### config.mk
export PLATFORM = sky130hd
export DESIGN_NAME = sd_spi_single_block_read_flat
export DESIGN_NICKNAME = d
export VERILOG_FILES = /design/src/sv/sdr_pkg.sv /design/src/sv/sdr_in_if.sv /design/src/sv/sdr_out_if.sv /design/src/sv/sd_spi_single_block_read.sv /design/src/flat_wrapper.sv
export SDC_FILE = /design/constraint.sdc
export NUM_CORES = 1
export LEC_CHECK = 0
export BUFFER_PORTS_ARGS = -buffer_cell sky130_fd_sc_hd__buf_4
export CORE_ASPECT_RATIO = 1.25
export CORE_MARGIN = 5
export CORE_UTILIZATION = 25
export DETAILED_ROUTE_END_ITERATION = 12
export GPL_TIMING_DRIVEN = 0
export PLACE_DENSITY = 0.52
export SLEW_MARGIN = 20
export SYNTH_ARGS = -nofsm -noshare
export SYNTH_HDL_FRONTEND = slang
export SYNTH_SLANG_ARGS = --single-unit
### constraint.sdc
create_clock -name clk -period 5.3 [get_ports clk]
set_input_delay 0.265 -clock clk [delete_from_list [all_inputs] [get_ports clk]]
set_output_delay 0.265 -clock clk [all_outputs]
set_load 0.02 [all_outputs]
### src/sv/sdr_pkg.sv
package sdr_pkg;

  localparam int unsigned BLOCK_BYTES = 512;
  localparam int unsigned CNT_W       = 16;

  localparam logic [7:0] BYTE_IDLE   = 8'hFF;
  localparam logic [7:0] BYTE_ZERO   = 8'h00;
  localparam logic [7:0] CMD17_BYTE  = 8'h51;
  localparam logic [7:0] CRC7_DUMMY  = 8'h01;
  localparam logic [7:0] TOKEN_START = 8'hFE;

  localparam logic [1:0] CFG_BLOCK_ADDRESSED  = 2'd0;
  localparam logic [1:0] CFG_BREATH_BYTES     = 2'd1;
  localparam logic [1:0] CFG_TOKEN_WAIT_LIMIT = 2'd2;

  localparam logic [2:0] ST_OK        = 3'd0;
  localparam logic [2:0] ST_CMD_ECHO  = 3'd1;
  localparam logic [2:0] ST_ARG_ECHO  = 3'd2;
  localparam logic [2:0] ST_CRC_ECHO  = 3'd3;
  localparam logic [2:0] ST_TIMEOUT   = 3'd4;
  localparam logic [2:0] ST_ERR_TOKEN = 3'd5;
  localparam logic [2:0] ST_UNEXP_TOK = 3'd6;

  typedef enum logic [9:0] {
    PH_IDLE   = 10'b00_0000_0001,
    PH_PRE    = 10'b00_0000_0010,
    PH_CMD    = 10'b00_0000_0100,
    PH_ARG    = 10'b00_0000_1000,
    PH_CRC7   = 10'b00_0001_0000,
    PH_WAIT   = 10'b00_0010_0000,
    PH_DATA   = 10'b00_0100_0000,
    PH_CRC_HI = 10'b00_1000_0000,
    PH_CRC_LO = 10'b01_0000_0000,
    PH_POST   = 10'b10_0000_0000
  } phase_t;

endpackage

### src/sv/sdr_in_if.sv
interface sdr_in_if;
  logic        valid;
  logic        ready;
  logic        mode;
  logic [31:0] byte_address;
  logic [7:0]  rx_byte;

  modport source (output valid, mode, byte_address, rx_byte, input ready);
  modport sink (input valid, mode, byte_address, rx_byte, output ready);
endinterface

### src/sv/sdr_out_if.sv
interface sdr_out_if;
  logic        valid;
  logic        ready;
  logic        need_exchange;
  logic [7:0]  tx_byte;
  logic        select_active;
  logic [7:0]  data_byte;
  logic        data_valid;
  logic        data_last;
  logic        done_res;
  logic [2:0]  status;
  logic [3:0]  error_token;
  logic [15:0] block_crc;

  modport source (output valid, need_exchange, tx_byte, select_active, data_byte,
                  data_valid, data_last, done_res, status, error_token, block_crc,
                  input ready);
  modport sink (input valid, need_exchange, tx_byte, select_active, data_byte,
                data_valid, data_last, done_res, status, error_token, block_crc,
                output ready);
endinterface

### src/sv/sd_spi_single_block_read.sv
// SD card SPI host engine for one single-block read (CMD17).
// in_ch carries words: mode 0 starts a read at byte_address, mode 1 reports a
// completed SPI byte exchange with the byte received in rx_byte. Every accepted
// word yields exactly one result word on out_ch: the next exchange request
// (need_exchange, tx_byte, select_active), a streamed block byte (data_byte,
// data_valid, data_last) and, at the end, done_res with status, error_token and
// block_crc.
// cfg_we/cfg_index/cfg_wdata write block_addressed, breath_bytes and
// token_wait_limit; write them only while no transaction is running.
// The result of a word sits in the output register on the cycle after it is
// accepted. Throughput is one word per cycle while out_ch is not stalled, set by
// the single phase update between the input handshake and the output register.
// When the receiver stalls, the output register holds its word and in_ch.ready
// drops until that word is taken; ready is high in the same cycle it is taken.
// Reset empties the output register, returns the engine to idle and loads the
// registers with 0, 10 and 256.
module sd_spi_single_block_read import sdr_pkg::*; (
  input  logic        clk,
  input  logic        rst_n,
  input  logic        cfg_we,
  input  logic [1:0]  cfg_index,
  input  logic [15:0] cfg_wdata,
  sdr_in_if.sink      in_ch,
  sdr_out_if.source   out_ch
);

  logic              blk_addr_r;
  logic [7:0]        breath_r;
  logic [15:0]       wait_lim_r;

  phase_t            phase_r, phase_nxt;
  logic [CNT_W-1:0]  cnt_r, cnt_nxt;
  logic [31:0]       addr_r, addr_nxt;
  logic [15:0]       crc_r, crc_nxt;

  logic              out_valid_r;
  logic              need_r, sel_r, dv_r, dl_r, done_r;
  logic [7:0]        tx_r, db_r;
  logic [2:0]        st_r;
  logic [3:0]        tok_r;
  logic [15:0]       bcrc_r;

  logic              accept;
  logic [CNT_W:0]    cnt_inc;
  logic [15:0]       lim;
  logic              fin;
  logic [2:0]        st;
  logic [3:0]        tok;
  logic              dv, dl;
  logic [7:0]        db;
  logic [7:0]        tx;

  assign in_ch.ready = !out_valid_r || out_ch.ready;
  assign accept      = in_ch.valid && in_ch.ready;
  assign cnt_inc     = {1'b0, cnt_r} + (CNT_W+1)'(1);
  assign lim         = (wait_lim_r == 16'd0) ? 16'd1 : wait_lim_r;

  always_comb begin
    phase_nxt = phase_r;
    cnt_nxt   = cnt_r;
    addr_nxt  = addr_r;
    crc_nxt   = crc_r;
    fin       = 1'b0;
    st        = ST_OK;
    tok       = 4'd0;
    dv        = 1'b0;
    dl        = 1'b0;
    db        = 8'd0;
    if (!in_ch.mode) begin
      // a start while busy only repeats the pending request
      if (phase_r == PH_IDLE) begin
        addr_nxt  = blk_addr_r ? {9'd0, in_ch.byte_address[31:9]} : in_ch.byte_address;
        crc_nxt   = 16'd0;
        cnt_nxt   = '0;
        phase_nxt = (breath_r != 8'd0) ? PH_PRE : PH_CMD;
      end
    end else begin
      unique case (phase_r)
        PH_IDLE: begin
        end
        PH_PRE: begin
          if (cnt_inc >= {9'd0, breath_r}) begin
            cnt_nxt   = '0;
            phase_nxt = PH_CMD;
          end else begin
            cnt_nxt = cnt_inc[CNT_W-1:0];
          end
        end
        PH_CMD: begin
          if (in_ch.rx_byte != BYTE_IDLE) begin
            fin = 1'b1;
            st  = ST_CMD_ECHO;
          end else begin
            cnt_nxt   = '0;
            phase_nxt = PH_ARG;
          end
        end
        PH_ARG: begin
          if (in_ch.rx_byte != BYTE_IDLE) begin
            fin = 1'b1;
            st  = ST_ARG_ECHO;
          end else if (cnt_r[1:0] == 2'd3) begin
            cnt_nxt   = '0;
            phase_nxt = PH_CRC7;
          end else begin
            cnt_nxt = {{(CNT_W-2){1'b0}}, cnt_r[1:0] + 2'd1};
          end
        end
        PH_CRC7: begin
          if (in_ch.rx_byte != BYTE_IDLE) begin
            fin = 1'b1;
            st  = ST_CRC_ECHO;
          end else begin
            cnt_nxt   = '0;
            phase_nxt = PH_WAIT;
          end
        end
        PH_WAIT: begin
          if (in_ch.rx_byte != BYTE_ZERO && in_ch.rx_byte != BYTE_IDLE) begin
            if (in_ch.rx_byte == TOKEN_START) begin
              cnt_nxt   = '0;
              phase_nxt = PH_DATA;
            end else if (in_ch.rx_byte[7:4] == 4'd0) begin
              fin = 1'b1;
              st  = ST_ERR_TOKEN;
              tok = in_ch.rx_byte[3:0];
            end else begin
              fin = 1'b1;
              st  = ST_UNEXP_TOK;
            end
          end else if (cnt_inc >= {1'b0, lim}) begin
            fin = 1'b1;
            st  = (in_ch.rx_byte == BYTE_IDLE) ? ST_TIMEOUT : ST_ERR_TOKEN;
          end else begin
            cnt_nxt = cnt_inc[CNT_W-1:0];
          end
        end
        PH_DATA: begin
          db = in_ch.rx_byte;
          dv = 1'b1;
          if (cnt_inc >= (CNT_W+1)'(BLOCK_BYTES)) begin
            dl        = 1'b1;
            cnt_nxt   = '0;
            phase_nxt = PH_CRC_HI;
          end else begin
            cnt_nxt = cnt_inc[CNT_W-1:0];
          end
        end
        PH_CRC_HI: begin
          crc_nxt   = {in_ch.rx_byte, 8'd0};
          phase_nxt = PH_CRC_LO;
        end
        PH_CRC_LO: begin
          crc_nxt = {crc_r[15:8], in_ch.rx_byte};
          cnt_nxt = '0;
          if (breath_r == 8'd0) begin
            fin = 1'b1;
          end else begin
            phase_nxt = PH_POST;
          end
        end
        PH_POST: begin
          if (cnt_inc >= {9'd0, breath_r}) begin
            fin = 1'b1;
          end else begin
            cnt_nxt = cnt_inc[CNT_W-1:0];
          end
        end
        default: begin
          fin = 1'b1;
        end
      endcase
    end
    if (fin) begin
      phase_nxt = PH_IDLE;
      cnt_nxt   = '0;
    end
  end

  // byte to send in the exchange that the new phase asks for
  always_comb begin
    case (phase_nxt)
      PH_IDLE: tx = 8'd0;
      PH_CMD:  tx = CMD17_BYTE;
      PH_CRC7: tx = CRC7_DUMMY;
      PH_ARG: begin
        case (cnt_nxt[1:0])
          2'd0:    tx = addr_nxt[31:24];
          2'd1:    tx = addr_nxt[23:16];
          2'd2:    tx = addr_nxt[15:8];
          default: tx = addr_nxt[7:0];
        endcase
      end
      default: tx = BYTE_IDLE;
    endcase
  end

  always_ff @(posedge clk) begin
    if (!rst_n) begin
      blk_addr_r <= 1'b0;
      breath_r   <= 8'd10;
      wait_lim_r <= 16'd256;
    end else if (cfg_we) begin
      unique case (cfg_index)
        CFG_BLOCK_ADDRESSED:  blk_addr_r <= cfg_wdata[0];
        CFG_BREATH_BYTES:     breath_r   <= cfg_wdata[7:0];
        CFG_TOKEN_WAIT_LIMIT: wait_lim_r <= cfg_wdata;
        default: begin
        end
      endcase
    end
  end

  always_ff @(posedge clk) begin
    if (!rst_n) begin
      phase_r     <= PH_IDLE;
      cnt_r       <= '0;
      addr_r      <= 32'd0;
      crc_r       <= 16'd0;
      out_valid_r <= 1'b0;
    end else begin
      if (accept) begin
        phase_r     <= phase_nxt;
        cnt_r       <= cnt_nxt;
        addr_r      <= addr_nxt;
        crc_r       <= crc_nxt;
        out_valid_r <= 1'b1;
      end else if (out_ch.ready) begin
        out_valid_r <= 1'b0;
      end
    end
  end

  always_ff @(posedge clk) begin
    if (accept) begin
      need_r <= (phase_nxt != PH_IDLE);
      sel_r  <= (phase_nxt != PH_IDLE);
      tx_r   <= tx;
      db_r   <= db;
      dv_r   <= dv;
      dl_r   <= dl;
      done_r <= fin;
      st_r   <= st;
      tok_r  <= tok;
      bcrc_r <= fin ? crc_nxt : 16'd0;
    end
  end

  assign out_ch.valid         = out_valid_r;
  assign out_ch.need_exchange = need_r;
  assign out_ch.tx_byte       = tx_r;
  assign out_ch.select_active = sel_r;
  assign out_ch.data_byte     = db_r;
  assign out_ch.data_valid    = dv_r;
  assign out_ch.data_last     = dl_r;
  assign out_ch.done_res      = done_r;
  assign out_ch.status        = st_r;
  assign out_ch.error_token   = tok_r;
  assign out_ch.block_crc     = bcrc_r;

endmodule
### src/flat_wrapper.sv
// flat-port wrapper written by rule: the top's interface ports become plain ports
module sd_spi_single_block_read_flat import sdr_pkg::*;
  (clk, rst_n, cfg_we, cfg_index, cfg_wdata, in_ch_valid, in_ch_mode, in_ch_byte_address, in_ch_rx_byte, in_ch_ready, out_ch_valid, out_ch_need_exchange, out_ch_tx_byte, out_ch_select_active, out_ch_data_byte, out_ch_data_valid, out_ch_data_last, out_ch_done_res, out_ch_status, out_ch_error_token, out_ch_block_crc, out_ch_ready);
  sdr_in_if in_ch_i ();
  sdr_out_if out_ch_i ();
  input  logic clk;
  input  logic rst_n;
  input  logic cfg_we;
  input  logic [1:0] cfg_index;
  input  logic [15:0] cfg_wdata;
  input wire logic [$bits(in_ch_i.valid)-1:0] in_ch_valid;
  input wire logic [$bits(in_ch_i.mode)-1:0] in_ch_mode;
  input wire logic [$bits(in_ch_i.byte_address)-1:0] in_ch_byte_address;
  input wire logic [$bits(in_ch_i.rx_byte)-1:0] in_ch_rx_byte;
  output wire logic [$bits(in_ch_i.ready)-1:0] in_ch_ready;
  output wire logic [$bits(out_ch_i.valid)-1:0] out_ch_valid;
  output wire logic [$bits(out_ch_i.need_exchange)-1:0] out_ch_need_exchange;
  output wire logic [$bits(out_ch_i.tx_byte)-1:0] out_ch_tx_byte;
  output wire logic [$bits(out_ch_i.select_active)-1:0] out_ch_select_active;
  output wire logic [$bits(out_ch_i.data_byte)-1:0] out_ch_data_byte;
  output wire logic [$bits(out_ch_i.data_valid)-1:0] out_ch_data_valid;
  output wire logic [$bits(out_ch_i.data_last)-1:0] out_ch_data_last;
  output wire logic [$bits(out_ch_i.done_res)-1:0] out_ch_done_res;
  output wire logic [$bits(out_ch_i.status)-1:0] out_ch_status;
  output wire logic [$bits(out_ch_i.error_token)-1:0] out_ch_error_token;
  output wire logic [$bits(out_ch_i.block_crc)-1:0] out_ch_block_crc;
  input wire logic [$bits(out_ch_i.ready)-1:0] out_ch_ready;
  assign in_ch_i.valid = in_ch_valid;
  assign in_ch_i.mode = in_ch_mode;
  assign in_ch_i.byte_address = in_ch_byte_address;
  assign in_ch_i.rx_byte = in_ch_rx_byte;
  assign in_ch_ready = in_ch_i.ready;
  assign out_ch_valid = out_ch_i.valid;
  assign out_ch_need_exchange = out_ch_i.need_exchange;
  assign out_ch_tx_byte = out_ch_i.tx_byte;
  assign out_ch_select_active = out_ch_i.select_active;
  assign out_ch_data_byte = out_ch_i.data_byte;
  assign out_ch_data_valid = out_ch_i.data_valid;
  assign out_ch_data_last = out_ch_i.data_last;
  assign out_ch_done_res = out_ch_i.done_res;
  assign out_ch_status = out_ch_i.status;
  assign out_ch_error_token = out_ch_i.error_token;
  assign out_ch_block_crc = out_ch_i.block_crc;
  assign out_ch_i.ready = out_ch_ready;
  sd_spi_single_block_read u_core (.clk(clk), .rst_n(rst_n), .cfg_we(cfg_we), .cfg_index(cfg_index), .cfg_wdata(cfg_wdata), .in_ch(in_ch_i), .out_ch(out_ch_i));
endmodule
==> results <==
- Summed over all failing endpoints, the final setup total negative slack is 0 ns.
- The maximum achievable frequency is between 200 and 250 MHz.
- The sequential-to-total area share from yosys stat is approximately 39%.
- For this run, design rule violations remaining after detail routing come to 0.
- The worst setup path is captured at a flip-flop.
- Of the cells placed in the final design, the portion with a size suffix greater than 1 is 16.1%.
- The number of warnings reported in the yosys synthesis log is 0.
- The critical path arrival is a little over 5 ns.
- The complex-gate fraction of the synthesized area is 20.1%.
- For the pin with the worst max-slew slack, the measured transition is approximately 0.9 ns.
- The routed layout has ~8000 vias.
- The clock arrives with roughly 0.017 ns of skew.
- The first global-routing pass estimated 44700 µm of wire.
- After Yosys synthesis, XOR and XNOR cells account for a little over 2% of the synthesized area.
- The cell area power density is ~270 nW/µm².
- In this run the standard cell core region covers around 34000 µm².
- The area occupied by registers is around 3300 µm².
- The portion of total power attributed to the clock network is between 40% and 50%.
- In this run, flip-flops and latches consume 42.4% of the power.
- Setup violations remaining at the end of the flow were counted as 0.
- The die width is ~170 µm.
- The number of antenna violations at the first check in global routing was 0.
- The peak supply drop is between 0.1 and 0.15 mV.
- Summed over its instances, the top area cell type makes up between 20% and 30% of the synthesized netlist area.
- The gate count of the mapped netlist is just under 1000.
- Dividing the detail-routed wire length by the instance count gives 18.5 µm.
- The clock input transition at the sequential cells of the worst setup and hold paths is approximately 0.07 ns.
- Summed over all instances, the cell type with the most area after synthesis is sky130_fd_sc_hd__dfxtp_1.
- In the synthesized netlist the dominant register cell turns out to be sky130_fd_sc_hd__dfxtp_1.
- The area of the die is around 38000 µm².
- Buffers inserted to repair hold after CTS numbered 0.
- The TritonCTS clock tree is built.
- The number of maximum-capacitance violations is 0.
- The CTS root buffer is sky130_fd_sc_hd__clkbuf_16.
- The path class of the tightest hold or removal check is in2reg.
- The cell area after synthesis is approximately 8400 µm².
- The mux cell area share after synthesis is 4.90%.
- Wires add up to about 29000 µm.
- The data required time at the worst endpoint is between 5 and 6 ns.
- The CTS H-tree depth is 4.
- The synthesized flop and latch total is between 100 and 150.
- The tightest hold path in the finished design has a slack of 0.0887 ns.
- From synthesis to final layout, the design area changed by 23.7%.
- The maximum clock path buffer count is 2.
- The number of enable-type register cells in the synthesized netlist is 43.
- The number of global-route vias before repair is 7834.
- 0 antenna diodes ended up in the layout.
- The analysis attributes to cell leakage a power of slightly above 4 nW.
- In this run, distinct cell masters in the synthesized netlist total just over 80.
- The via count normalized by instance count is 5.08.
- Counting the fill cells in the layout gives around 3600.
- The latest clock arrival within the worst-skew pair is between 0.4 and 0.5 ns.
- The count of input and output buffers is about 100.
- By area the synthesized netlist is led by sky130_fd_sc_hd__dfxtp_1, sky130_fd_sc_hd__edfxtp_1, sky130_fd_sc_hd__nand2_1.
- Routability-driven placement finished with a final weighted congestion of ~0.9.
- The fraction of power spent switching nets is 27.9%.
- The number of nets produced by synthesis is around 1100.
- The CTS buffer count is 17.
- In this run the remaining antenna-violating nets after routing total 0.
- Summed over all nets, the half-perimeter wirelength after detailed placement is ~22000 µm.
- The max-slew violation total from the final report is 0.
- Across all setup checks in the final design, the least slack found is approximately 0.39 ns.
- The count of TritonRoute iterations in the first routing pass is 5.
- The initialized floorplan defines 75 standard-cell rows.
- The number of design-rule violations left by the first detailed-router iteration is between 500 and 600.
- Combinational logic burns 13.8% of the power.
- The minimum clock period is around 5 ns.
- The setup path with the least slack is of type reg2reg.
- Of all flip-flops after synthesis, the portion carrying an async set or reset was 0%.
- Once the floorplan was initialized, standard cells occupied 25.2% of the core.
- Setup repair after global routing left no endpoint under its margin.
- In this run the mean area of a mapped cell was 8.58 µm².
- The element type at the critical path start is a flip-flop.
- In this run the power spent charging and discharging nets is just under 0.0008 W.
- The remaining global-route overflow is 0.
- The boundary pin count is 110.
- For this design, the sink count on the clock tree is 143.
- The post-synthesis share of cell area spent on full adders, half adders and majority gates is 4.01%.
- The final layout net count is 1200.
- Measured against its own limit, the worst slew margin works out to between 30% and 40%.
- The post-route fraction of the period consumed by the critical path is between 90% and 100%.
- Global routing consumed, over all layers together, between 10% and 20% of the routing resources.
- The die is 215 µm tall.
- The internal portion of the total power is between 0.002 and 0.0025 W.
- The simple-gate share of the synthesized area is roughly 25%.
- Before CTS, the worst setup slack after placement is -0.379 ns.
- The run finished with clean final reports.
- In the final layout, the multi-input gates occupy approximately 4800 µm².
- The number of hold violations in the final report was 0.
- The pin count of the biggest net entering global routing is 32.
- The highest fanout seen on the critical path is 10.
- The dominant combinational cell family by area after synthesis is simple AND/OR/NAND/NOR gates.
[layer usage]
metal | global-route usage, % | vias up | wire length [µm]
met5 | 0 | - | 0
met4 | 5.44 | 0 | 721
met3 | 2.25 | 43 | 1310
met2 | 25.6 | 250 | 13900
met1 | 19.3 | 3741 | 12600
li1 | - | 3812 | -
[metrics by stage]
step	cells	instance area [µm²]	total power, W	utilization [%]
finish	1545	10400	0.00282	31.1
global route	1545	10400	0.00294	31.1
CTS	1543	10400	0.00285	31.0
detailed placement	1511	9770	0.00160	29.2
global placement	1510	9740	0.00160	29.1
floorplan	983	8430	0.00143	-
[area by class of cell]
class                           instances  area share [%]
Sequential cell                       143            31.6
Timing Repair Buffer                  107            7.82
Inverter                               40            1.44
Clock inverter                         11            1.12
Clock buffer                           21            4.62
Buffer                                 66            2.59
Tap cell                              423            5.07
Multi-Input combinational cell        734            45.8
[synthesized netlist by cell type, drive strengths merged, types with 3 or more instances]
cell	n
nand2	151
dfxtp	100
nor2	54
clkbuf	47
a21boi	45
edfxtp	43
a21oi	40
inv	40
mux2i	39
o21ai	38
a22oi	37
nor2b	36
nand3	35
ha	27
nor3	25
and3	19
buf	19
nand4	16
o211a	16
nor4	15
nor3b	12
nand3b	10
xnor2	10
xor2	10
a31oi	9
and2	8
a31o	7
o211ai	6
nand2b	5
nor4b	5
and4	4
o21a	4
o31ai	4
or4	4
a211o	3
a211oi	3
or2	3
[cell usage in the layout, fill, tap and decap left out, drive strengths merged, types with 6 or more instances in the layout]
cell type,n
nand4,16
nand3,35
and3,19
nor2,54
nor2b,36
nand3b,10
dfxtp,100
nor3b,12
and2,8
nor3,25
ha,27
a21oi,40
xnor2,10
inv,46
xor2,10
buf,125
clkbuf,69
nor4,15
mux2i,39
o211ai,6
o211a,16
o21ai,38
a31oi,9
edfxtp,43
nand2,151
a22oi,37
a31o,7
a21boi,45
[worst paths after layout]
check	from	end	slack [ns]	cells past startpoint
worst max-delay path	u_core.cnt_r[1]	u_core.out_ch.tx_byte[4]	0.39	16
worst min-delay path	cfg_wdata[1]	u_core.breath_r[1]	0.09	3
worst min register to register	u_core.addr_r[18]	u_core.addr_r[18]	0.47	2
worst max register to register	u_core.cnt_r[1]	u_core.out_ch.tx_byte[4]	0.39	16
[timing repair]
action / CTS / global route
endpoints found under the setup margin: 24 / 19
buffers inserted: 0 / 2
gates resized for setup: 5 / 5
endpoints found under the hold margin: 0 / 0
pin swaps: 0 / 1
[power by group through the flow]
stage               Clock (W)  Sequential (W)  Combinational, W
floorplan                   0         0.00124          0.000191
global placement            0         0.00122          0.000380
detailed placement          0         0.00122          0.000385
CTS                   0.00127         0.00119          0.000388
global route          0.00132         0.00120          0.000423
finish                0.00123         0.00119          0.000389
[state kept, by name (all words and copies together) (netlist names), 3 cells and up]
name and flops:
u_core.addr_r 32, u_core.cnt_r 16, u_core.crc_r 16, u_core.out_ch.block_crc 16
u_core.wait_lim_r 16, u_core.phase_r 10, u_core.breath_r 8, u_core.out_ch.data_byte 8
u_core.out_ch.tx_byte 8, u_core.out_ch.error_token 4, u_core.out_ch.status 3
[worst max-delay path: stages, from the launching register on]
cell	delay [ns]
sky130_fd_sc_hd__dfxtp_1	0.48
sky130_fd_sc_hd__ha_1	0.19
sky130_fd_sc_hd__buf_2	0.21
sky130_fd_sc_hd__nand4_2	0.25
sky130_fd_sc_hd__or4_1	0.58
sky130_fd_sc_hd__xor2_2	0.24
sky130_fd_sc_hd__inv_1	0.08
sky130_fd_sc_hd__ha_1	0.29
sky130_fd_sc_hd__nand4_1	0.13
sky130_fd_sc_hd__a211oi_2	0.40
sky130_fd_sc_hd__o21ba_2	0.35
sky130_fd_sc_hd__nor3_1	0.09
sky130_fd_sc_hd__o21ai_1	0.32
sky130_fd_sc_hd__buf_2	0.34
sky130_fd_sc_hd__mux2i_1	0.22
sky130_fd_sc_hd__a22oi_1	0.14
sky130_fd_sc_hd__a211o_1	0.32
[logic make-up after synthesis]
logic type,count (synthesis)
AOI/OAI and AO/OA,239
xor gates and xnor gates,20
adders and majority gates,27
buffers and inverters,106
DFF,143
muxes,41
and+or+nand+nor,407
Note: power is estimated with default switching activity, not from simulation.
